**src/rtl/bfsa_pkg.sv**
```systemverilog
// Shared types and constants for the best-fit segment allocator.
// No dependencies; every other file of the block imports this package.
package bfsa_pkg;

	localparam int FIELD_BITS  = 16;
	localparam int MODE_BITS   = 2;
	localparam int STATUS_BITS = 3;

	// Request modes.
	localparam logic [MODE_BITS-1:0] MODE_INIT  = 2'd0;
	localparam logic [MODE_BITS-1:0] MODE_ALLOC = 2'd1;
	localparam logic [MODE_BITS-1:0] MODE_FREE  = 2'd2;
	localparam logic [MODE_BITS-1:0] MODE_CLAIM = 2'd3;

	// Result status codes.
	localparam logic [STATUS_BITS-1:0] ST_OK       = 3'd0;
	localparam logic [STATUS_BITS-1:0] ST_NOFIT    = 3'd1;
	localparam logic [STATUS_BITS-1:0] ST_NOTUSED  = 3'd2;
	localparam logic [STATUS_BITS-1:0] ST_BADRANGE = 3'd3;
	localparam logic [STATUS_BITS-1:0] ST_FULL     = 3'd4;

	// Configuration register indexes (address bit 2).
	localparam logic CFG_REGION_START = 1'b0;
	localparam logic CFG_REGION_SIZE  = 1'b1;

	typedef enum logic [2:0] {
		S_IDLE,
		S_ROUND,
		S_SCAN,
		S_PLAN,
		S_SHIFT_DN,
		S_SHIFT_UP,
		S_COMMIT,
		S_DONE
	} state_t;

	typedef enum logic [3:0] {
		OP_NONE,
		OP_LOAD,
		OP_ROUND,
		OP_SCAN,
		OP_PLAN,
		OP_SHIFT_DN,
		OP_SHIFT_UP,
		OP_COMMIT,
		OP_EMIT
	} op_t;

	typedef struct packed {
		op_t op;
	} ctl_cmd_t;

	typedef struct packed {
		logic is_init;
		logic round_done;
		logic scan_done;
		logic plan_err;
		logic plan_rm;
		logic plan_ins;
		logic shift_done;
	} dp_stat_t;

endpackage

```
**src/rtl/bfsa_ctrl.sv**
```systemverilog
// Sequencing state machine of the segment allocator.
// Depends on bfsa_pkg; drives the datapath through ctl_cmd_t.
module bfsa_ctrl import bfsa_pkg::*; (
	input  logic     clk,
	input  logic     arst_n,
	input  logic     in_valid,
	output logic     in_ready,
	output logic     out_valid,
	input  logic     out_ready,
	output ctl_cmd_t cmd,
	input  dp_stat_t stat
);

	state_t state_q, state_nxt;
	logic   valid_q;
	logic   emit;

	// State register and result valid flag.
	always_ff @(posedge clk or negedge arst_n) begin
		if (!arst_n) begin
			state_q <= S_IDLE;
			valid_q <= 1'b0;
		end else begin
			state_q <= state_nxt;
			if (emit) begin
				valid_q <= 1'b1;
			end else if (out_ready) begin
				valid_q <= 1'b0;
			end
		end
	end

	// Next state and command decode.
	always_comb begin
		state_nxt = state_q;
		cmd.op    = OP_NONE;
		in_ready  = 1'b0;
		emit      = 1'b0;
		unique case (state_q)
			S_IDLE: begin
				in_ready = 1'b1;
				if (in_valid) begin
					cmd.op    = OP_LOAD;
					state_nxt = S_ROUND;
				end
			end
			S_ROUND: begin
				if (stat.is_init) begin
					state_nxt = S_COMMIT;
				end else begin
					cmd.op = OP_ROUND;
					if (stat.round_done) begin
						state_nxt = S_SCAN;
					end
				end
			end
			S_SCAN: begin
				cmd.op = OP_SCAN;
				if (stat.scan_done) begin
					state_nxt = S_PLAN;
				end
			end
			S_PLAN: begin
				cmd.op = OP_PLAN;
				priority if (stat.plan_err) begin
					state_nxt = S_DONE;
				end else if (stat.plan_rm) begin
					state_nxt = S_SHIFT_DN;
				end else if (stat.plan_ins) begin
					state_nxt = S_SHIFT_UP;
				end else begin
					state_nxt = S_COMMIT;
				end
			end
			S_SHIFT_DN: begin
				cmd.op = OP_SHIFT_DN;
				if (stat.shift_done) begin
					state_nxt = S_COMMIT;
				end
			end
			S_SHIFT_UP: begin
				cmd.op = OP_SHIFT_UP;
				if (stat.shift_done) begin
					state_nxt = S_COMMIT;
				end
			end
			S_COMMIT: begin
				cmd.op    = OP_COMMIT;
				state_nxt = S_DONE;
			end
			S_DONE: begin
				if (!valid_q || out_ready) begin
					cmd.op    = OP_EMIT;
					emit      = 1'b1;
					state_nxt = S_IDLE;
				end
			end
			default: state_nxt = S_IDLE;
		endcase
	end

	assign out_valid = valid_q;

endmodule

```
**config.mk**
```make
export PLATFORM = sky130hd
export DESIGN_NAME = bfsa_ctrl
export DESIGN_NICKNAME = d
export VERILOG_FILES = /design/src/rtl/bfsa_pkg.sv /design/src/rtl/bfsa_ctrl.sv
export SDC_FILE = /design/constraint.sdc
export NUM_CORES = 1
export LEC_CHECK = 0
export BUFFER_PORTS_ARGS = -buffer_cell sky130_fd_sc_hd__buf_4
export CORE_AREA = 3 3 40 42
export DETAILED_ROUTE_END_ITERATION = 12
export DIE_AREA = 0 0 43 45
export GPL_TIMING_DRIVEN = 0
export PLACE_DENSITY = 0.6
export SYNTH_ARGS = -nofsm -noshare
export SYNTH_HDL_FRONTEND = slang
export SYNTH_SLANG_ARGS = --single-unit
```
**constraint.sdc**
```tcl
create_clock -name clk -period 3.8 [get_ports clk]
set_input_delay 0.38 -clock clk [delete_from_list [all_inputs] [get_ports clk]]
set_output_delay 0.38 -clock clk [all_outputs]
set_load 0.005 [all_outputs]
```
## Word-level counts from Yosys, hierarchy flattened

Cells that the tools add are included.

- Register bits: 4
- Bits of input ports: 11
- Output and inout port bits: 6
- Logic and storage cells: 39

- Eq/ne operators: 12
- Multiplexer cells: 19
- Reductions and logical operators: 6

Operators by type and width:

| cell | count |
|---|---|
| case mux 4 bit (8 select lines) | 1 |
| case mux 3 bit (7 select lines) | 1 |
| 2-to-1 mux 3 bit | 6 |
| == test 3 bit, second input constant | 4 |
| 2-to-1 mux 2 bit | 4 |
| == test 3 x 2 -> 1 bit, second input constant | 2 |
| 2-to-1 mux 1 bit | 6 |
| != test 2 bit, second input constant | 3 |
| AND reduction 5 bit | 1 |
| 2-to-1 mux 4 bit | 1 |
| == test 3 x 1 -> 1 bit, second input constant | 1 |
| zero test 3 bit | 1 |
| != test 3 bit, second input constant | 1 |
| != test 2 x 1 -> 1 bit, second input constant | 1 |
| nonzero test 2 bit | 1 |
| OR reduction 2 bit | 1 |
| zero test 1 bit | 1 |
| logical OR 1 bit | 1 |

## Longest topological paths before layout

Gate-level depths: netlist (run 1).

- Word-level depth: 5
- Gate-level depth with buffers: 5
- Mapped depth without buffers: 4

## Worst setup path before layout (run 1)

Ideal clock, no wire load.

- Path kind: register -> register
- Start: reg state_q[1]
- End: reg state_q[0]
- Library setup time: 0.127 ns
- Arrival: 1.366 ns
- Required time: 3.673 ns
- Path slack: 2.306 ns
- Cell stages (with the launch flop): 5
- Path buffers: 0
- Clock period less this slack: 1.494 ns
- Cells stage by stage: dfrtp_1 -> mux2_1 -> o32ai_1 -> a221o_2 -> mux2_1

- Longest elaborated chain between the ends: 4
- Elaborated cells between the ends (all ways): 16
- Those cells by class: eq/ne: 12; mux: 1; reduce/logical: 3

Ends and longest elaborated chain:

| item | line | source |
|---|---|---|
| from (decl) | bfsa_ctrl.sv:14 | `state_t state_q, state_nxt;` |
| from (signal assigned) | bfsa_ctrl.sv:24 | `state_q <= state_nxt;` |
| == test 3 bit | bfsa_ctrl.sv:39 | `unique case (state_q)` |
| OR reduction 2 bit (no source line) | -- |  |
| != test 2 x 1 -> 1 bit (no source line) | -- |  |
| AND reduction 5 bit (no source line) | -- |  |

Parallel ways exist; a longest one is shown, timed or not.
A chain may end at the register's enable or synchronous reset.

==> results.md, run 1 <==
- Status: finished, final reports clean
- Cell taking the most area after synthesis: dfrtp_1
- Crit-path slowest cell: dfrtp_1
- Number of global-route vias before repair: 323
- Unique masters post-synth: 23
- Fin area: roughly 530 µm²
- Sum Neg Setup Slack: 0 ps
- Routed len/inst: 10.92 µm
- Post-Syn Area per Cell: 9.318 µm²
- Global route total overflow: 0
- Vias per Instance: between 4 and 5
- Peak VDD IR: 0.3595 mV
- Mapped Nets: a little under 50
- DP Area: ~490 µm²
- Worst path bufs/invs: 3
- Worst-path clk slew: 40 ps
- Least-Margin Pin Slew: around 280 ps
- Worst Path Arrival: approximately 1300 ps
- Routed wire length: roughly 800 µm
- Reg-to-reg startpoint: state_q[1]$_DFFE_PN0P_
- H-tree lvl count: 1
- # rows: 13
- DIE HEIGHT: ~45 µm
- # fillers: approximately 140
- Post-route DRC violation count: 0
- Vias: about 340
- DP Wirelength: between 600 and 700 µm
- Largest net degree at the start of global routing: 11
- Area added between synthesis and finish: 48.41%
- Cell repeated most along the worst path: buf_4
- Total of max-cap violations: 0
- Final Critical Period: 1693 ps
- Share of layout cells above drive strength 1: between 40% and 50%
- Reg2Reg Depth: 4
- Reg2Reg Setup Slack: 2160 ps
- R2R Path End: state_q[0]$_DFFE_PN0P_
- Crit path capture type: output port
- Total leakage power: roughly 0.25 nW
- Mapped Area: 354.1 µm²
- Crit path required time: 3420 ps
- Ys async rst share: 100.0%
- Critical-path cell list: buf_4, inv_2, a21oi_1, mux2_2, buf_4
- RSZ-0062 raised after global routing: false
- IO Port Bufs: 16
- Clk buf depth: 2
- Total power: 0.4259 mW
- Family with the most delay on the worst path: buffers and inverters
- CTS buffer count: 3
- Synth Flop Type: dfrtp_1
- First-pass GRT wire length: about 1.3 mm
- Post-synth EDFFs: 0
- Period Utilization, post-route: 44.54%
- Top post-synthesis cells by count: a21oi_1 (4), dfrtp_1 (4), mux2_1 (4), nand2b_1 (3), nor2_1 (3)
- Skew final: around 3.4 ps
- Synth top area cells: dfrtp_1 (28%), mux2_1 (13%), clkbuf_16 (7.1%), a21oi_1 (5.7%), nand2b_1 (5.3%)
- Post-CTS Setup Repair Bufs: 0
- Initial antenna violation count: 0
- # nets final: ~70
- Finished Core Util: between 40% and 50%
- YS warnings: 0
- Starting Density: 27.56%
- GRT Total Usage: ~9.7%
- Slew Viols, Final: 0
- RePlAce Congestion: 0.7349
- Drt pass-1 iters: 3
- Critical path class: reg -> out
- #FFs+latches synth: 4
- Cell Pwr Density: 810.5 nW/µm²
- Sequential area share after synthesis: ~28%
- Startpoint Class: flip-flop
- Slowest stage delay, CP: around 360 ps
- Root Buffer: clkbuf_4
- Hold Path Class: in -> async
- Final Setup Violations: 0
- Die width: about 43 µm
- Worst skew pair latency: between 200 and 250 ps
- WHS: 486.5 ps
- Mapped Cells: 38
- Relative slew margins: between 80% and 90%
- Die Area: roughly 1900 µm²
- Resized cells post-CTS: 0
- Antenna Nets Post-Route: 0
- CP max FO: 9
- Core area: ~1300 µm²
- N_diodes: 0
- Final hold vios: 0
- Initial DRC count: 8
- IO Pins: 17
- Clk sinks: 4
- CTS tree: done
- Synth top area share: around 28%
- Max Freq: 590.8 MHz
[worst register-to-register path, cell delays in order (launching register included)]
cell	delay, ps
dfrtp_1	390
mux2_1	310
o32ai_1	270
a221o_2	210
mux2_1	330
[stage by stage]
step	std cells	worst slack (ps)
floorplan	38	2306
global placement	69	2103
detailed placement	69	2091
CTS	73	2095
global route	73	2034
finish	73	2107
[repair_timing]
| item | in CTS | in global routing |
|---|---|---|
| hold buffers | 1 | 0 |
| hold endpoints to repair | 4 | 0 |
| endpoints found under the setup margin | 0 | 0 |
[cells in the final DEF (no fill, tap or decap)]
| master | instances |
|---|---|
| buf_4 | 17 |
| a21oi_1 | 4 |
| mux2_1 | 4 |
| dfrtp_1 | 4 |
| nor2_1 | 3 |
| nand2b_1 | 3 |
| clkbuf_4 | 3 |
| nor3_1 | 2 |
| o21ai_0 | 2 |
| clkbuf_16 | 1 |
| buf_6 | 1 |
| nand2_4 | 1 |
| xnor2_1 | 1 |
| inv_2 | 1 |
| mux2_2 | 1 |
| and2b_1 | 1 |
| nand3_1 | 1 |
| nand2_1 | 1 |
| inv_1 | 1 |
| nor2_2 | 1 |
| nor4_1 | 1 |
| o32ai_1 | 1 |
| a221o_2 | 1 |
| o21bai_1 | 1 |
| dlygate4sd3_1 | 1 |
[cells by family after synthesis]
logic type | share of synthesized area [%]
compound gates | 16.26
xor+xnor | 2.474
buf+inv | 14.49
flops | 28.27
mux | 15.90
simple gates | 22.62
[sequential cells by signal, summed over array words and instances (netlist names)]
signal     flops
state_q        3
out_valid      1
[routing by layer]
layer | share of wire [%] | vias to the layer above | track usage (%)
met5 | 0 | - | 0
met4 | 1.0 | 0 | 7.229
met3 | 7.7 | 2 | 3.984
met2 | 51 | 11 | 14.97
met1 | 41 | 147 | 10.63
li1 | - | 176 | -
[worst max path at each step]
stage | startpoint | to | slack [ps] | cells after the start
global placement | stat[4] | state_q[0]$_DFFE_PN0P_ | 2100 | 5
finish | state_q[2]$_DFFE_PN0P_ | cmd[1] | 2110 | 5
CTS | state_q[2]$_DFFE_PN0P_ | cmd[1] | 2090 | 5
detailed placement | stat[4] | state_q[0]$_DFFE_PN0P_ | 2090 | 5
global route | state_q[2]$_DFFE_PN0P_ | cmd[1] | 2030 | 5
floorplan | state_q[1]$_DFFE_PN0P_ | state_q[0]$_DFFE_PN0P_ | 2310 | 4
[where the power goes]
group | internal [mW] | switching (mW)
registers | 0.0651 | 0.0128
logic | 0.167 | 0.128
clock network | 0.0353 | 0.0177
total | 0.267 | 0.159
[cell type report]
cell class | count | area (µm²) | area share, %
multi-input cells | 29 | 202.7 | 38.57
repair buffers | 17 | 130.1 | 24.76
flip-flops and latches | 4 | 100.1 | 19.05
plain buffers | 3 | 43.79 | 8.333
clock buffers | 3 | 22.52 | 4.286
well taps | 15 | 18.77 | 3.571
inverters | 2 | 7.507 | 1.429
No activity file was read; power rests on OpenSTA's default activity.
==> run 2: changes to the inputs <==
ABC_AREA = 1   (was unset)
PLACE_DENSITY = 0.61   (was 0.6)
clock period = 1.6 ns   (was 3.8 ns; I/O delays follow)
==> run 2 against run 1 <==
Worst setup slack got worse by 1900 ps. Flip-flop and latch count did not move. Register-to-register slack got worse by 1800 ps. Routed wire length rose by 3.9%. Count of clock-buffer cells in the layout did not move. Critical path depth fell by 2. Cell count rose by 32%. Die area did not move.
==> results.md, run 2 <==
- Worst hold path startpoint: out_ready
- Unique masters post-synth: 14
- Largest net degree at the start of global routing: 10
- Share of layout cells above drive strength 1: 33.33%
- Cell taking the most area after synthesis: dfrtp_1
- H-tree lvl count: 1
- IO Pins: 17
- Mapped Cells: 61
- Crit path required time: roughly 1400 ps
- Final hold vios: 0
- Post-Layout Cell Count: 96
- # rows: 13
- Number of global-route vias before repair: 352
- Inst Count DP: between 90 and 100
- Die width: around 43 µm
- Clk buf depth: 2
- Final worst slack: roughly 220 ps
- Critical-path cell list: nand3_1, a21oi_1, buf_4
- Most common cell in the netlist: nand2_1
- Core area: about 1300 µm²
- Most common cell after layout, fill and taps aside: nand2_1
- # fillers: around 140
- Sequential area share after synthesis: approximately 27%
- Hold Path Class: in -> reg
- # nets final: between 90 and 100
- Crit path capture type: output port
- Relative slew margins: between 80% and 90%
- Initial DRC count: 5
- Period Utilization, post-route: between 80 and 90%
- DIE HEIGHT: 45 µm
- YS warnings: 0
- Clk sinks: 4
- DP Area: 504.2 µm²
- N_diodes: 0
- Worst Path Arrival: 1220 ps
- Least-Margin Pin Slew: 261.0 ps
- RePlAce Congestion: between 0.8 and 0.9
- GRT Total Usage: under 10%
- Skew final: about 0.13 ps
- Die Area: about 1900 µm²
- Final Critical Period: 1379 ps
- Most frequent cells in the layout: nand2_1 (20), buf_4 (16), nand3_1 (9)
- Part of the power in registers: between 20% and 30%
- CTS tree: done
- Drt pass-1 iters: 4
- Synth top area cells: dfrtp_1 (27%), nand2_1 (21%), nand3_1 (12%), nor2_1 (8.2%), inv_1 (7.2%)
- Largest reg by FF count: state_q
- Ys async rst share: 100.0%
- Comb power frac: about two thirds
- Routed wire length: 828 µm
- Antenna Nets Post-Route: 0
- Total leakage power: 0.3193 nW
- Vias: between 400 and 500
- Final Setup Violations: 0
- Clock power frac: 12.1%
- Mapped Nets: between 70 and 80
- Peak VDD IR: between 0.5 and 0.6 mV
- Critical path class: reg -> out
- Worst-path clk slew: 30 ps
- Synth Flop Type: dfrtp_1
- Post-Syn Area per Cell: 5.989 µm²
- Max Freq: between 700 and 800 MHz
- Routed len/inst: around 8.6 µm
- Cell Pwr Density: roughly 1800 nW/µm²
- Reg2Reg Setup Slack: a little under 400 ps
- Critical Path Source: state_q[1]$_DFFE_PN0P_
- Area added between synthesis and finish: 46.92%
- CP max FO: 7
- RSZ-0062 raised after global routing: false
- Switching share of power: roughly 43%
- Post-route DRC violation count: 0
- Slowest stage delay, CP: 480 ps
- Vias per Instance: approximately 4.4
- Status: finished, final reports clean
- Synth top area share: between 20% and 30%
- #FFs+latches synth: 4
- Root Buffer: clkbuf_4
- DP Wirelength: about 650 µm
- Top post-synthesis cells by count: nand2_1 (20), nand3_1 (9), nor2_1 (8), inv_1 (7), dfrtp_1 (4)
- Reg-to-reg startpoint: state_q[1]$_DFFE_PN0P_
- Total of max-cap violations: 0
- Largest register FFs: 3
- Fin area: between 500 and 600 µm²
- Global route total overflow: 0
- Initial antenna violation count: 0
- CTS buffer count: 3
- Mapped Area: roughly 370 µm²
- Crit-path slowest cell: dfrtp_1
- Resized cells post-CTS: 0
- Startpoint Class: flip-flop
- Post-synth EDFFs: 0
- Sum Neg Setup Slack: 0 ps
- Worst skew pair latency: between 200 and 250 ps
- First-pass GRT wire length: 1.400 mm
- Pre-CTS setup slack: between 300 and 400 ps
- Pint: about 0.56 mW
- P_sw: approximately 0.43 mW
- Slew Viols, Final: 0
- Starting Density: around 28%
- IO Port Bufs: 16
[run 2: changes by cell type after synthesis, sizes merged, moves of 2 or more]
| cell | change |
|---|---|
| nand3 | +8 |
| nor3 | -2 |
| nor2 | +7 |
| nand2b | -3 |
| a21oi | -2 |
| nand2 | +19 |
| mux2 | -5 |
| inv | +7 |
[run 2: cells by family (layout without fill, tap and decap cells)]
kind of cell	after synthesis	in the layout	synth area share [%]
buf+inv	11	31	16.10
simple gates	42	42	50.00
compound gates	4	4	6.506
flops	4	4	27.40
[run 2: power groups by stage]
| stage | combinational [mW] | sequential (mW) | clock (mW) |
|---|---|---|---|
| floorplan | 0.454 | 0.191 | 0 |
| global placement | 0.671 | 0.200 | 0 |
| detailed placement | 0.670 | 0.199 | 0 |
| CTS | 0.674 | 0.198 | 0.124 |
| global route | 0.764 | 0.206 | 0.132 |
| finish | 0.666 | 0.198 | 0.119 |
[run 2: timing repair]
action,in CTS,in global routing
endpoints found under the hold margin,4,0
buffers inserted,0,0
hold buffers,1,0
[run 2: worst max-delay path, delay by kind of cell, from the launching register on]
kind | cells | cell delay (ps)
DFF | 1 | 480
AOI/OAI and AO/OA | 1 | 180
buffers and inverters | 1 | 130
and+or+nand+nor | 1 | 200
[run 2: path summary, 6_finish.rpt]
check,cells past startpoint,to
min reg2reg,2,out_valid$_DFFE_PN0P_
max,3,cmd[3]
min,4,out_valid$_DFFE_PN0P_
min in group asynchronous,2,state_q[0]$_DFFE_PN0P_
max reg2reg,6,state_q[1]$_DFFE_PN0P_
max in group asynchronous,2,state_q[1]$_DFFE_PN0P_
[run 2: final cells by class]
| type | instances | area (µm²) | area share [%] |
|---|---|---|---|
| inverters | 9 | 33.78 | 6.294 |
| repair buffers | 17 | 130.1 | 24.24 |
| clock buffers | 3 | 22.52 | 4.196 |
| multi-input cells | 46 | 206.4 | 38.46 |
| well taps | 15 | 18.77 | 3.497 |
| plain buffers | 2 | 25.02 | 4.662 |
| flip-flops and latches | 4 | 100.1 | 18.65 |
[run 2: per-stage QoR]
step	util, %	power (mW)	hold WS [ps]
2_1_floorplan	-	0.6451	-135.6
3_3_place_gp	39.24	0.8709	-43.32
3_5_place_dp	39.24	0.8686	-43.96
4_1_cts	41.77	0.9958	223.5
5_1_grt	41.77	1.101	257.5
6_report	41.77	0.9825	227.2
[run 2: per-layer routing]
metal	GRT usage (%)	up-vias	wire, µm
met1	11.92	180	374
li1	-	232	-
met5	0	-	0
met4	5.422	0	0
met2	15.57	6	419
met3	2.390	0	34
