### src/rtl/bfsa_pkg.sv
// Shared types and constants for the best-fit segment allocator.
// No dependencies; every other file of the block imports this package.
package bfsa_pkg;

	localparam int FIELD_BITS  = 16;
	localparam int MODE_BITS   = 2;
	localparam int STATUS_BITS = 3;

	// Request modes.
	localparam logic [MODE_BITS-1:0] MODE_INIT  = 2'd0;
	localparam logic [MODE_BITS-1:0] MODE_ALLOC = 2'd1;
	localparam logic [MODE_BITS-1:0] MODE_FREE  = 2'd2;
	localparam logic [MODE_BITS-1:0] MODE_CLAIM = 2'd3;

	// Result status codes.
	localparam logic [STATUS_BITS-1:0] ST_OK       = 3'd0;
	localparam logic [STATUS_BITS-1:0] ST_NOFIT    = 3'd1;
	localparam logic [STATUS_BITS-1:0] ST_NOTUSED  = 3'd2;
	localparam logic [STATUS_BITS-1:0] ST_BADRANGE = 3'd3;
	localparam logic [STATUS_BITS-1:0] ST_FULL     = 3'd4;

	// Configuration register indexes (address bit 2).
	localparam logic CFG_REGION_START = 1'b0;
	localparam logic CFG_REGION_SIZE  = 1'b1;

	typedef enum logic [2:0] {
		S_IDLE,
		S_ROUND,
		S_SCAN,
		S_PLAN,
		S_SHIFT_DN,
		S_SHIFT_UP,
		S_COMMIT,
		S_DONE
	} state_t;

	typedef enum logic [3:0] {
		OP_NONE,
		OP_LOAD,
		OP_ROUND,
		OP_SCAN,
		OP_PLAN,
		OP_SHIFT_DN,
		OP_SHIFT_UP,
		OP_COMMIT,
		OP_EMIT
	} op_t;

	typedef struct packed {
		op_t op;
	} ctl_cmd_t;

	typedef struct packed {
		logic is_init;
		logic round_done;
		logic scan_done;
		logic plan_err;
		logic plan_rm;
		logic plan_ins;
		logic shift_done;
	} dp_stat_t;

endpackage

### src/rtl/bfsa_dp.sv
// Datapath of the segment allocator: segment tables, scan trackers, plan and result.
// Depends on bfsa_pkg; commanded by bfsa_ctrl.
module bfsa_dp import bfsa_pkg::*; #(
	parameter int FREE_ENTRIES = 16,
	parameter int USED_ENTRIES = 16,
	parameter int PAGE_BYTES   = 4,
	parameter int ADDR_BITS    = 16
) (
	input  logic                   clk,
	input  logic                   arst_n,
	input  ctl_cmd_t               cmd,
	output dp_stat_t               stat,
	input  logic [MODE_BITS-1:0]   mode,
	input  logic [FIELD_BITS-1:0]  block_address,
	input  logic [FIELD_BITS-1:0]  block_size,
	input  logic [FIELD_BITS-1:0]  region_start,
	input  logic [FIELD_BITS-1:0]  region_size,
	output logic [STATUS_BITS-1:0] status,
	output logic [FIELD_BITS-1:0]  granted_address,
	output logic [FIELD_BITS-1:0]  granted_size
);

	localparam int AW  = ADDR_BITS;
	localparam int SLW = AW + 1;
	localparam int LW  = ((AW > FIELD_BITS) ? AW : FIELD_BITS) + 2;
	localparam int FI  = $clog2(FREE_ENTRIES);
	localparam int CW  = $clog2(FREE_ENTRIES + 1);
	localparam int UI  = (USED_ENTRIES > 1) ? $clog2(USED_ENTRIES) : 1;
	localparam int MAXN = (FREE_ENTRIES > USED_ENTRIES) ? FREE_ENTRIES : USED_ENTRIES;
	localparam int SCAN_LEN = (MAXN > FIELD_BITS) ? MAXN : FIELD_BITS;
	localparam int SW  = $clog2(SCAN_LEN + 1);
	localparam int RW  = $clog2(PAGE_BYTES) + 1;
	localparam int RECIP = (1 << FIELD_BITS) / PAGE_BYTES;

	function automatic logic [LW-1:0] amask(input logic [LW-1:0] v);
		amask = LW'(v[AW-1:0]);
	endfunction

	// Request registers and page rounding.
	logic [MODE_BITS-1:0]    mode_q;
	logic [AW-1:0]           addr_q;
	logic [FIELD_BITS-1:0]   size_q;
	logic [1:0]              rb_q;
	logic [2*FIELD_BITS-1:0] prod_q;
	logic [FIELD_BITS-1:0]   qp_q;
	logic [RW-1:0]           rem_q;
	logic [RW-1:0]           rem_t, rem_n;
	logic [LW-1:0]           want;

	// Segment tables.
	logic [AW-1:0]   fstart_q [FREE_ENTRIES];
	logic [SLW-1:0]  flen_q [FREE_ENTRIES];
	logic [CW-1:0]   cnt_q;
	logic [AW-1:0]   ustart_q [USED_ENTRIES];
	logic [SLW-1:0]  ulen_q [USED_ENTRIES];
	logic [USED_ENTRIES-1:0] uvalid_q;

	// Scan trackers.
	logic [SW-1:0]  s_q;
	logic           best_f_q, cand_f_q, pre_open_q, next_f_q, slot_f_q, match_f_q;
	logic [FI-1:0]  best_idx_q, cand_idx_q;
	logic [AW-1:0]  best_start_q, cand_start_q, prev_start_q, next_start_q;
	logic [SLW-1:0] best_len_q, cand_len_q, prev_len_q, next_len_q, match_len_q;
	logic [CW-1:0]  pos_q;
	logic [UI-1:0]  slot_q, match_idx_q;

	// Plan registers.
	logic           rm_q, ins_q, upd_q, uset_q, uclr_q;
	logic [FI-1:0]  ins_idx_q, upd_idx_q;
	logic [AW-1:0]  ins_start_q, upd_start_q, unew_start_q;
	logic [SLW-1:0] ins_len_q, upd_len_q, unew_len_q;
	logic [UI-1:0]  uidx_q;
	logic [CW-1:0]  j_q;

	// Result and output registers.
	logic [STATUS_BITS-1:0] res_status_q, out_status_q;
	logic [FIELD_BITS-1:0]  res_addr_q, res_size_q, out_addr_q, out_size_q;

	// Table read port.
	logic [FI-1:0]  rd_idx;
	logic [AW-1:0]  rd_start;
	logic [SLW-1:0] rd_len;
	logic [UI-1:0]  us_idx;
	logic           fv, uv;

	// Plan logic.
	logic                   pl_err, pl_rm, pl_ins, pl_upd, pl_uset, pl_uclr;
	logic [STATUS_BITS-1:0] pl_st;
	logic [FI-1:0]          pl_rm_idx, pl_ins_idx, pl_upd_idx;
	logic [AW-1:0]          pl_ins_start, pl_upd_start, pl_ustart;
	logic [SLW-1:0]         pl_ins_len, pl_upd_len, pl_ulen;
	logic [UI-1:0]          pl_uidx;
	logic [LW-1:0]          pl_gaddr, pl_gsize;
	logic                   mprev, mnext;
	logic [LW-1:0]          c_bs, c_be, c_en;

	// Init values.
	logic [AW-1:0] ini_st;
	logic [LW-1:0] ini_room, ini_len;

	logic dn_go, up_go;

	// Size modulo the page: the reciprocal estimate of the quotient is exact or one low,
	// so one compare and subtract finishes the remainder.
	always_comb begin
		rem_t = RW'(size_q - qp_q);
		rem_n = (rem_t >= RW'(PAGE_BYTES)) ? rem_t - RW'(PAGE_BYTES) : rem_t;
		want  = LW'(size_q) + ((rem_q == '0) ? '0 : LW'(PAGE_BYTES) - LW'(rem_q));
	end

	// Read address mux and valid windows.
	always_comb begin
		unique case (cmd.op)
			OP_SHIFT_DN: rd_idx = FI'(j_q + CW'(1));
			OP_SHIFT_UP: rd_idx = FI'(j_q - CW'(1));
			default:     rd_idx = FI'(s_q);
		endcase
		rd_start = fstart_q[rd_idx];
		rd_len   = flen_q[rd_idx];
		us_idx   = UI'(s_q);
		fv       = s_q < SW'(cnt_q);
		uv       = s_q < SW'(USED_ENTRIES);
		dn_go    = ({1'b0, j_q} + (CW+1)'(1)) < {1'b0, cnt_q};
		up_go    = j_q != CW'(ins_idx_q);
	end

	// Init segment, clipped to the end of the address space.
	always_comb begin
		ini_st   = AW'(region_start);
		ini_room = (LW'(1) << AW) - LW'(ini_st);
		ini_len  = (LW'(region_size) > ini_room) ? ini_room : LW'(region_size);
	end

	// Decide the table edits from the scan results.
	always_comb begin
		pl_err       = 1'b0;
		pl_st        = ST_OK;
		pl_rm        = 1'b0;
		pl_ins       = 1'b0;
		pl_upd       = 1'b0;
		pl_uset      = 1'b0;
		pl_uclr      = 1'b0;
		pl_rm_idx    = best_idx_q;
		pl_ins_idx   = FI'(pos_q);
		pl_upd_idx   = best_idx_q;
		pl_ins_start = addr_q;
		pl_ins_len   = match_len_q;
		pl_upd_start = best_start_q;
		pl_upd_len   = best_len_q;
		pl_ustart    = addr_q;
		pl_ulen      = SLW'(want);
		pl_uidx      = slot_q;
		pl_gaddr     = LW'(addr_q);
		pl_gsize     = want;
		c_bs         = LW'(cand_start_q);
		c_be         = LW'(cand_start_q) + LW'(cand_len_q);
		c_en         = LW'(addr_q) + LW'(size_q);
		mprev        = (pos_q != '0) &&
			(LW'(prev_start_q) + LW'(prev_len_q) == LW'(addr_q));
		mnext        = next_f_q && (LW'(addr_q) + LW'(match_len_q) == LW'(next_start_q));
		unique case (mode_q)
			MODE_ALLOC: begin
				if (want == '0 || !best_f_q) begin
					pl_err = 1'b1;
					pl_st  = ST_NOFIT;
				end else if (!slot_f_q) begin
					pl_err = 1'b1;
					pl_st  = ST_FULL;
				end else begin
					pl_uset   = 1'b1;
					pl_ustart = best_start_q;
					pl_gaddr  = LW'(best_start_q);
					if (LW'(best_len_q) == want) begin
						pl_rm = 1'b1;
					end else begin
						pl_upd       = 1'b1;
						pl_upd_start = AW'(LW'(best_start_q) + want);
						pl_upd_len   = SLW'(LW'(best_len_q) - want);
					end
				end
			end
			MODE_FREE: begin
				pl_gsize = LW'(match_len_q);
				pl_uidx  = match_idx_q;
				if (!match_f_q) begin
					pl_err = 1'b1;
					pl_st  = ST_NOTUSED;
				end else begin
					pl_uclr = 1'b1;
					priority if (mprev && mnext) begin
						pl_upd       = 1'b1;
						pl_upd_idx   = FI'(pos_q - CW'(1));
						pl_upd_start = prev_start_q;
						pl_upd_len   = SLW'(amask(LW'(prev_len_q) + LW'(match_len_q) +
							LW'(next_len_q)));
						pl_rm        = 1'b1;
						pl_rm_idx    = FI'(pos_q);
					end else if (mprev) begin
						pl_upd       = 1'b1;
						pl_upd_idx   = FI'(pos_q - CW'(1));
						pl_upd_start = prev_start_q;
						pl_upd_len   = SLW'(amask(LW'(prev_len_q) + LW'(match_len_q)));
					end else if (mnext) begin
						pl_upd       = 1'b1;
						pl_upd_idx   = FI'(pos_q);
						pl_upd_start = addr_q;
						pl_upd_len   = SLW'(amask(LW'(next_len_q) + LW'(match_len_q)));
					end else if (cnt_q == CW'(FREE_ENTRIES)) begin
						pl_err  = 1'b1;
						pl_st   = ST_FULL;
						pl_uclr = 1'b0;
					end else begin
						pl_ins = 1'b1;
					end
				end
			end
			MODE_CLAIM: begin
				pl_gsize     = LW'(size_q);
				pl_ulen      = SLW'(size_q);
				pl_rm_idx    = cand_idx_q;
				pl_upd_idx   = cand_idx_q;
				pl_upd_start = cand_start_q;
				pl_upd_len   = SLW'(LW'(addr_q) - c_bs);
				pl_ins_idx   = cand_idx_q + FI'(1);
				pl_ins_start = AW'(c_en);
				pl_ins_len   = SLW'(c_be - c_en);
				if (size_q == '0 || !cand_f_q || LW'(addr_q) > c_be || c_en > c_be) begin
					pl_err = 1'b1;
					pl_st  = ST_BADRANGE;
				end else if (!slot_f_q) begin
					pl_err = 1'b1;
					pl_st  = ST_FULL;
				end else begin
					pl_uset = 1'b1;
					priority if (LW'(addr_q) == c_bs && LW'(size_q) == LW'(cand_len_q)) begin
						pl_rm = 1'b1;
					end else if (LW'(addr_q) == c_bs) begin
						pl_upd       = 1'b1;
						pl_upd_start = AW'(c_en);
						pl_upd_len   = SLW'(LW'(cand_len_q) - LW'(size_q));
					end else if (c_en < c_be) begin
						if (cnt_q == CW'(FREE_ENTRIES)) begin
							pl_err  = 1'b1;
							pl_st   = ST_FULL;
							pl_uset = 1'b0;
						end else begin
							pl_ins = 1'b1;
							pl_upd = 1'b1;
						end
					end else begin
						pl_upd = 1'b1;
					end
				end
			end
			default: begin
				pl_err = 1'b0;
			end
		endcase
	end

	// Status toward the controller.
	always_comb begin
		stat.is_init    = mode_q == MODE_INIT;
		stat.round_done = rb_q == 2'd2;
		stat.scan_done  = s_q == SW'(SCAN_LEN - 1);
		stat.plan_err   = pl_err;
		stat.plan_rm    = pl_rm;
		stat.plan_ins   = pl_ins;
		stat.shift_done = (cmd.op == OP_SHIFT_UP) ? !up_go : !dn_go;
	end

	// Control state: free count and used valid bits.
	always_ff @(posedge clk or negedge arst_n) begin
		if (!arst_n) begin
			cnt_q    <= '0;
			uvalid_q <= '0;
		end else if (cmd.op == OP_COMMIT) begin
			if (mode_q == MODE_INIT) begin
				cnt_q    <= (ini_len != '0) ? CW'(1) : '0;
				uvalid_q <= '0;
			end else begin
				if (rm_q) begin
					cnt_q <= cnt_q - CW'(1);
				end else if (ins_q) begin
					cnt_q <= cnt_q + CW'(1);
				end
				if (uset_q) begin
					uvalid_q[uidx_q] <= 1'b1;
				end else if (uclr_q) begin
					uvalid_q[uidx_q] <= 1'b0;
				end
			end
		end
	end

	// Free table writes: shifts, edits and init.
	always_ff @(posedge clk) begin
		unique case (cmd.op)
			OP_SHIFT_DN: begin
				if (dn_go) begin
					fstart_q[FI'(j_q)] <= rd_start;
					flen_q[FI'(j_q)]   <= rd_len;
				end
			end
			OP_SHIFT_UP: begin
				if (up_go) begin
					fstart_q[FI'(j_q)] <= rd_start;
					flen_q[FI'(j_q)]   <= rd_len;
				end
			end
			OP_COMMIT: begin
				if (mode_q == MODE_INIT) begin
					fstart_q[0] <= ini_st;
					flen_q[0]   <= SLW'(ini_len);
				end else begin
					if (upd_q) begin
						fstart_q[upd_idx_q] <= upd_start_q;
						flen_q[upd_idx_q]   <= upd_len_q;
					end
					if (ins_q) begin
						fstart_q[ins_idx_q] <= ins_start_q;
						flen_q[ins_idx_q]   <= ins_len_q;
					end
				end
			end
			default: begin
			end
		endcase
	end

	// Used table payload.
	always_ff @(posedge clk) begin
		if (cmd.op == OP_COMMIT && mode_q != MODE_INIT && uset_q) begin
			ustart_q[uidx_q] <= unew_start_q;
			ulen_q[uidx_q]   <= unew_len_q;
		end
	end

	// Request capture, rounding, scan, plan and result registers.
	always_ff @(posedge clk) begin
		unique case (cmd.op)
			OP_LOAD: begin
				mode_q     <= mode;
				addr_q     <= AW'(block_address);
				size_q     <= block_size;
				rb_q       <= '0;
				rem_q      <= '0;
				s_q        <= '0;
				best_f_q   <= 1'b0;
				cand_f_q   <= 1'b0;
				next_f_q   <= 1'b0;
				slot_f_q   <= 1'b0;
				match_f_q  <= 1'b0;
				pre_open_q <= 1'b1;
				pos_q      <= '0;
			end
			OP_ROUND: begin
				// Three steps: reciprocal product, quotient times page, remainder.
				rb_q <= rb_q + 2'd1;
				if (rb_q == 2'd0) begin
					prod_q <= (2*FIELD_BITS)'(size_q) * (2*FIELD_BITS)'(RECIP);
				end
				if (rb_q == 2'd1) begin
					qp_q <= prod_q[FIELD_BITS +: FIELD_BITS] * FIELD_BITS'(PAGE_BYTES);
				end
				if (rb_q == 2'd2) begin
					rem_q <= rem_n;
				end
			end
			OP_SCAN: begin
				s_q <= s_q + SW'(1);
				if (fv) begin
					if (LW'(rd_len) >= want && (!best_f_q || rd_len < best_len_q)) begin
						best_f_q     <= 1'b1;
						best_idx_q   <= rd_idx;
						best_start_q <= rd_start;
						best_len_q   <= rd_len;
					end
					if (rd_start <= addr_q) begin
						cand_f_q     <= 1'b1;
						cand_idx_q   <= rd_idx;
						cand_start_q <= rd_start;
						cand_len_q   <= rd_len;
					end
					if (pre_open_q) begin
						if (rd_start <= addr_q) begin
							pos_q        <= pos_q + CW'(1);
							prev_start_q <= rd_start;
							prev_len_q   <= rd_len;
						end else begin
							pre_open_q   <= 1'b0;
							next_f_q     <= 1'b1;
							next_start_q <= rd_start;
							next_len_q   <= rd_len;
						end
					end
				end
				if (uv) begin
					if (!uvalid_q[us_idx] && !slot_f_q) begin
						slot_f_q <= 1'b1;
						slot_q   <= us_idx;
					end
					if (uvalid_q[us_idx] && !match_f_q && ustart_q[us_idx] == addr_q) begin
						match_f_q   <= 1'b1;
						match_idx_q <= us_idx;
						match_len_q <= ulen_q[us_idx];
					end
				end
			end
			OP_PLAN: begin
				rm_q         <= pl_rm;
				ins_q        <= pl_ins;
				upd_q        <= pl_upd;
				uset_q       <= pl_uset;
				uclr_q       <= pl_uclr;
				ins_idx_q    <= pl_ins_idx;
				upd_idx_q    <= pl_upd_idx;
				ins_start_q  <= pl_ins_start;
				ins_len_q    <= pl_ins_len;
				upd_start_q  <= pl_upd_start;
				upd_len_q    <= pl_upd_len;
				unew_start_q <= pl_ustart;
				unew_len_q   <= pl_ulen;
				uidx_q       <= pl_uidx;
				j_q          <= pl_rm ? CW'(pl_rm_idx) : cnt_q;
				res_status_q <= pl_st;
				res_addr_q   <= pl_err ? '0 : FIELD_BITS'(pl_gaddr);
				res_size_q   <= pl_err ? '0 : FIELD_BITS'(pl_gsize);
			end
			OP_SHIFT_DN: begin
				if (dn_go) begin
					j_q <= j_q + CW'(1);
				end
			end
			OP_SHIFT_UP: begin
				if (up_go) begin
					j_q <= j_q - CW'(1);
				end
			end
			OP_COMMIT: begin
				if (mode_q == MODE_INIT) begin
					res_status_q <= ST_OK;
					res_addr_q   <= FIELD_BITS'(ini_st);
					res_size_q   <= FIELD_BITS'(ini_len);
				end
			end
			OP_EMIT: begin
				out_status_q <= res_status_q;
				out_addr_q   <= res_addr_q;
				out_size_q   <= res_size_q;
			end
			default: begin
			end
		endcase
	end

	assign status          = out_status_q;
	assign granted_address = out_addr_q;
	assign granted_size    = out_size_q;

endmodule

### config.mk
export PLATFORM = sky130hd
export DESIGN_NAME = bfsa_dp
export DESIGN_NICKNAME = d
export VERILOG_FILES = /design/src/rtl/bfsa_pkg.sv /design/src/rtl/bfsa_dp.sv
export SDC_FILE = /design/constraint.sdc
export NUM_CORES = 2
export LEC_CHECK = 0
export BUFFER_PORTS_ARGS = -buffer_cell sky130_fd_sc_hd__buf_2
export CAP_MARGIN = 20
export CORE_ASPECT_RATIO = 1.4
export CORE_MARGIN = 2
export CORE_UTILIZATION = 35
export DETAILED_ROUTE_END_ITERATION = 8
export GPL_TIMING_DRIVEN = 1
export MAX_ROUTING_LAYER = met4
export PLACE_DENSITY = 0.6
export SLEW_MARGIN = 20
export SYNTH_ARGS = -nofsm -noshare
export SYNTH_HDL_FRONTEND = slang
export SYNTH_SLANG_ARGS = --single-unit
export TNS_END_PERCENT = 1
### constraint.sdc
create_clock -name clk -period 22.7 [get_ports clk]
set_clock_uncertainty 0.1 [all_clocks]
set_input_delay 3.405 -clock clk [delete_from_list [all_inputs] [get_ports clk]]
set_output_delay 3.405 -clock clk [all_outputs]
set_load 0.02 [all_outputs]
Word-level counts from Yosys, hierarchy flattened
Memory sizes are Yosys's and may differ from the RTL's. A register that Yosys moved wholly into a read port is not among the register bits.
Index checks and enable logic that the tools add are counted.

operators by class
  add/sub/neg operators = 27
  magnitude comparators = 14
  eq/ne operators = 34
  mux-type cells = 202
  bitwise operators = 6
  reductions and logical operators = 62

operators with widths
  cell                 number
  $mux 16              29
  $mux 17              15
  $pmux 16 s2          3
  $mux 1               91
  $add 16x16->16       4
  $add 16x17->18       3
  $mux 4               13
  $pmux 17 s3          1
  $pmux 16 s3          1
  $mux 3               15
  $mux 5               9
  $eq 18x16->1         2
  $gt 16x18->1         2
  $mux 18              2
  $reduce_or 17->1     2
  $sub 17x17->17       2
  $eq 16x16->1         2
  $reduce_or 16->1     2
  $reduce_and 3->1     9
  $ne 2x2->1 const B   12
  $pmux 4 s2           3
  $add 5x1->5 const B  4
  $pmux 5 s2           2
  $add 16x18->18       1
  other kinds (60)     116

word-level totals
  register bits after elaboration = 418
  RAM bits = 1056
  bits of input ports = 72
  output and inout port bits = 42
  memories kept = 4

memories
  name      words  width  rd ports  clocked after Yosys merged registers in  write ports  RTL line       RTL
  flen_q    16     17     1         0                                        2            bfsa_dp.sv:52  logic [SLW-1:0] flen_q [FREE_ENTRIES];
  ulen_q    16     17     1         1                                        1            bfsa_dp.sv:55  logic [SLW-1:0] ulen_q [USED_ENTRIES];
  fstart_q  16     16     1         0                                        2            bfsa_dp.sv:51  logic [AW-1:0] fstart_q [FREE_ENTRIES];
  ustart_q  16     16     1         1                                        1            bfsa_dp.sv:54  logic [AW-1:0] ustart_q [USED_ENTRIES];

Logic depth before layout (Yosys ltp)
  depth in word-level cells = 10
  mapped depth = 26
  mapped depth without buffers = 22

Worst setup path after synthesis
OpenSTA, ideal clock, no wires.

  path type = input port to flip-flop
  start = in cmd[1] in the netlist's numbering
  end = reg res_addr_q[0] (enable)
  library setup time = 0.377 ns
  data arrival time = 13.021 ns
  data required time = 22.223 ns
  slack = 9.202 ns
  cell stages on the path = 4
  path buffers = 2
  cell sequence = buf_4 -> clkbuf_1 -> nor3_1 -> or2_2

on the way
  word-level cells in the longest chain between the ends = 3

RTL lines
  what                                                              RTL line        RTL
  start, declared                                                   bfsa_dp.sv:11   input ctl_cmd_t cmd,
  $eq 4x3->1                                                        bfsa_dp.sv:341  unique case (cmd.op)
  $ne 2x2->1 (no source line) or $reduce_bool 2->1 (tied branches)  -
  $reduce_and 2->1 (no source line) (*)                             -
  end signal, assigned                                              bfsa_dp.sv:427  res_addr_q <= pl_err ? '0 : FIELD_BITS'(pl_gaddr);
  end signal, assigned                                              bfsa_dp.sv:443  res_addr_q <= FIELD_BITS'(ini_st);
  end, declared                                                     bfsa_dp.sv:77   logic [FIELD_BITS-1:0] res_addr_q, res_size_q, out_addr_q, out_size_q;

Mark *: on every way between the ends. The rest lies on a longest branch, timed or not.
A chain may end at the register's enable or synchronous reset.

==> flow_summary.yaml <==
status:
  status: "finished, final reports clean"
place:
  numPortBuffers: 113
  gp_routability_congestion: 1.06
  pre_cts_slack_ps: 11190
  cell_count_after_placement: 8908
  dpl_hpwl_um: 207000
  placed_cell_area_sq_um: 84500
logic_synthesis:
  syn-cell-area_sq_um: 79500
  syn_avg_cell_area_sq_um: 13.5
  synth_top_cell_by_area: "sky130_fd_sc_hd__edfxtp_1"
  synth_top_flop_cell: "sky130_fd_sc_hd__edfxtp_1"
  yosys_warnings: 0
  yosys.cell_types.count: 94
  post-synth-top-area-fraction_pct: 55.3
  synth-async-reset-ratio_pct: 1.41
  seq_area_frac_synth_pct: 56.1
  number_of_storage_elements_in_the_synthesis_netlist: 1491
  synth_enable_flop_cells: 1466
  netlist_top_cells_area: "sky130_fd_sc_hd__edfxtp_1 (55%), sky130_fd_sc_hd__mux4_2 (8.5%), sky130_fd_sc_hd__mux2_2 (6.2%)"
  mapped_cells: 5898
  synth_fp_nets: 6306
die:
  floorplan.die_area_sq_um: 231000
  die_boundary_width_um: 407
  i_o_pins: 114
  floorplan.rows: 207
  total_core_area_sq_um: 227000
  initial_core_util_pct: 35.1
  fp.dieH_um: 568
grt:
  grt_pass1_vias: 53945
  grtUsageTotal_pct: 26.3
  pin_count_of_the_biggest_net_entering_global_routing: 86
  grt_overflow: 0
  grt_antenna_before_repair: 21
  grt_first_pass_wirelength_um: 414000
clocking:
  clk_transition_reported_paths_ps: 60
  clock_sinks: 1491
  post_cts_hold_buffer_count: 0
  cts_tree: "yes"
  cts-buffers-inserted: 154
  cts_post_setup_buffers_inserted: 0
  worst_skew_pair.late_latency_ps: 850
  htree_num_levels: 4
  quantity_of_gates_resized_following_cts: 0
  clockRootBuffer: "sky130_fd_sc_hd__clkbuf_16"
  clk_path_buf_depth: 4
pwr:
  irDropWorstVdd_mv: 0.0529
  design_power_total_mw: 6.41
  p_per_area_nw_per_um2: 71.7
  static-leakage-power_nw: 30.9
timing:
  period_share_pct: 49.6
  worst_slack_ps: 11440
  relSlewSlack_pct: 16.8
  rsz_0062_raised_after_global_routing: "false"
  fin_worst_hold_slack_ps: 305
  report.final.slew_viol_count: 0
  minimum_clock_period_ps: 11260
  max_clock_freq_mhz: 88.8
  tns_ps: 0
  worstMarginPinSlew_ps: 1240
  setup_viol_count_final: 0
  final_hold_vios: 0
detailed_routing:
  drt_wl_total_um: 300000
  viasPerCell: 5.95
  drc: 0
  routedWlPerCell_um: 32.6
  dr_total_vias: 54652
  final_antenna_net_count: 0
  dr.first_iter.drc_count: 6269
  drt_first_pass_iters: 6
critical_path:
  reg_to_reg_critical_path_endpoint: "next_start_q[3]"
  reg2reg_slack_ps: 14950
  cp_startpoint_kind: "flop"
  crit_arrival_ps: 7760
  crit_path_end_kind: "output port"
  critPathMaxStageDelay_ps: 900
  worstReg2RegStart: "j_q[0]"
  critical_path_peak_fanout: 33
  worst_path_max_delay_cell: "sky130_fd_sc_hd__edfxtp_1"
  crit_required_ps: 19190
  path_cells: "ha_1, a211oi_1, o21ai_0, and2_1, o21ai_0, nand2b_1, nand2_1, nand2_1, a21o_1, xnor2_1, ha_1, and4_1, o21ai_0, a21oi_1, o22ai_1, maj3_1, o21ai_1, a211oi_1, and3_1, o32ai_4, buf_4, buf_2"
  timing_worst_setup_path_type: "flop to output port"
  rr_worst_depth: 21
  critical-path-top-cell-by-count: "sky130_fd_sc_hd__o21ai_0"
min_path:
  hold_path.class: "flop to flop"
  holdPathEnd: "granted_size[6]"
  hold_path.startpoint: "res_size_q[6]"
  whs_path_depth: 0
cells_and_area:
  finalCoreUtilization_pct: 39.4
  drive_above_1_share_pct: 22.6
  area_growth_synth_to_finish_pct: 12.4
  final_cell_count_no_fill: 9191
  final_net_count: 6445
  stdcell_area_sq_um: 89400
job:
  timing.max_cap.violations: 0
placed cells by master (no fill, tap or decap), types with 42 or more instances in the layout:
cell,instances
sky130_fd_sc_hd__nor3_1,76
sky130_fd_sc_hd__edfxtp_1,1466
sky130_fd_sc_hd__and3_1,44
sky130_fd_sc_hd__o22ai_1,42
sky130_fd_sc_hd__a22oi_1,45
sky130_fd_sc_hd__nor2_1,304
sky130_fd_sc_hd__a21o_1,71
sky130_fd_sc_hd__a31oi_1,122
sky130_fd_sc_hd__ha_1,322
sky130_fd_sc_hd__mux2_2,437
sky130_fd_sc_hd__nand2_1,380
sky130_fd_sc_hd__buf_4,197
sky130_fd_sc_hd__nand4_1,53
sky130_fd_sc_hd__o21ai_0,212
sky130_fd_sc_hd__mux2i_1,112
sky130_fd_sc_hd__clkbuf_16,155
sky130_fd_sc_hd__xnor2_1,137
sky130_fd_sc_hd__o211ai_1,69
sky130_fd_sc_hd__buf_2,113
sky130_fd_sc_hd__a211oi_1,86
sky130_fd_sc_hd__xor2_1,89
sky130_fd_sc_hd__inv_1,234
sky130_fd_sc_hd__a21oi_1,270
sky130_fd_sc_hd__nand2b_1,48
sky130_fd_sc_hd__mux4_2,299
sky130_fd_sc_hd__nor2b_1,71
sky130_fd_sc_hd__nand3_1,78
worst max path at each step:
stage	from	end	slack, ps	depth (start not counted)
after CTS	size_q[3]	stat[3]	11670	21
final	cand_len_q[1]	stat[3]	11440	22
after detailed placement	cmd[1]	prev_start_q[14]	11190	24
after global routing	cand_len_q[1]	stat[3]	11270	22
after global placement	cmd[1]	next_start_q[10]	11090	24
after floorplan	cmd[1]	res_addr_q[0]	9200	4
final cells by class:
type / count / area, sq um
Sequential cell: 1491 / 44600
Antenna cell: 17 / 42.5
Clock inverter: 80 / 772
Clock buffer: 183 / 3980
Inverter: 235 / 882
Fill cell: 21027 / 137000
Multi-Input combinational cell: 3840 / 33200
Tap cell: 3030 / 3790
Timing Repair Buffer: 315 / 2110
where the power goes:
part | internal (mW) | leakage, nW | switching, mW
combinational | 0.318 | 15.1 | 0.497
clock | 1.38 | 2.30 | 1.10
sequential | 3.08 | 13.5 | 0.0338
synthesized netlist by cell type, types with 71 or more instances:
cell type                  count
sky130_fd_sc_hd__edfxtp_1   1466
sky130_fd_sc_hd__nand3_1      80
sky130_fd_sc_hd__ha_1        322
sky130_fd_sc_hd__nand2_1     392
sky130_fd_sc_hd__o21ai_0     215
sky130_fd_sc_hd__mux4_2      299
sky130_fd_sc_hd__nor2_1      332
sky130_fd_sc_hd__mux2_2      437
sky130_fd_sc_hd__xnor2_1     139
sky130_fd_sc_hd__nor2b_1      71
sky130_fd_sc_hd__a21o_1       80
sky130_fd_sc_hd__mux2i_1     113
sky130_fd_sc_hd__xor2_1       90
sky130_fd_sc_hd__inv_1       234
sky130_fd_sc_hd__nor3_1       81
sky130_fd_sc_hd__a21oi_1     273
sky130_fd_sc_hd__a31oi_1     122
sky130_fd_sc_hd__a211oi_1     86
sky130_fd_sc_hd__clkbuf_1    253
sequential cells by signal, summed over array words and instances (netlist names), 17 cells and up, named ones only:
signal,cells
flen_q,272
ulen_q,272
fstart_q,256
ustart_q,256
best_len_q,17
cand_len_q,17
ins_len_q,17
match_len_q,17
prev_len_q,17
unew_len_q,17
upd_len_q,17
critical path: cells and delay by family (launching register included):
| kind | cells | cell delay (ps) |
|---|---|---|
| DFF | 1 | 900 |
| AOI/OAI and AO/OA | 10 | 2810 |
| buffers and inverters | 2 | 650 |
| adders and majority gates | 3 | 1140 |
| and+or+nand+nor | 6 | 1170 |
| xor gates and xnor gates | 1 | 180 |
per-layer routing:
| layer | global-route usage, % | vias up | wire [um] |
|---|---|---|---|
| met5 | - | - | 0 |
| met4 | 17.1 | 0 | 24000 |
| met3 | 5.09 | 858 | 23600 |
| met2 | 43.0 | 2814 | 146000 |
| met1 | 29.3 | 27722 | 106000 |
| li1 | - | 23258 | - |
cells by family after synthesis:
| family | Yosys count | synth area share [%] |
|---|---|---|
| multiplexers | 849 | 16.1 |
| buffers and inverters | 567 | 2.79 |
| flip-flops | 1491 | 56.1 |
| XOR/XNOR | 230 | 2.54 |
| AO/OA/AOI/OAI | 1161 | 9.49 |
| AND/OR/NAND/NOR | 1262 | 7.56 |
| adder cells (fa/ha/maj) | 337 | 5.43 |
| other | 1 | 0.00471 |
No activity file was read; power rests on OpenSTA's default activity.
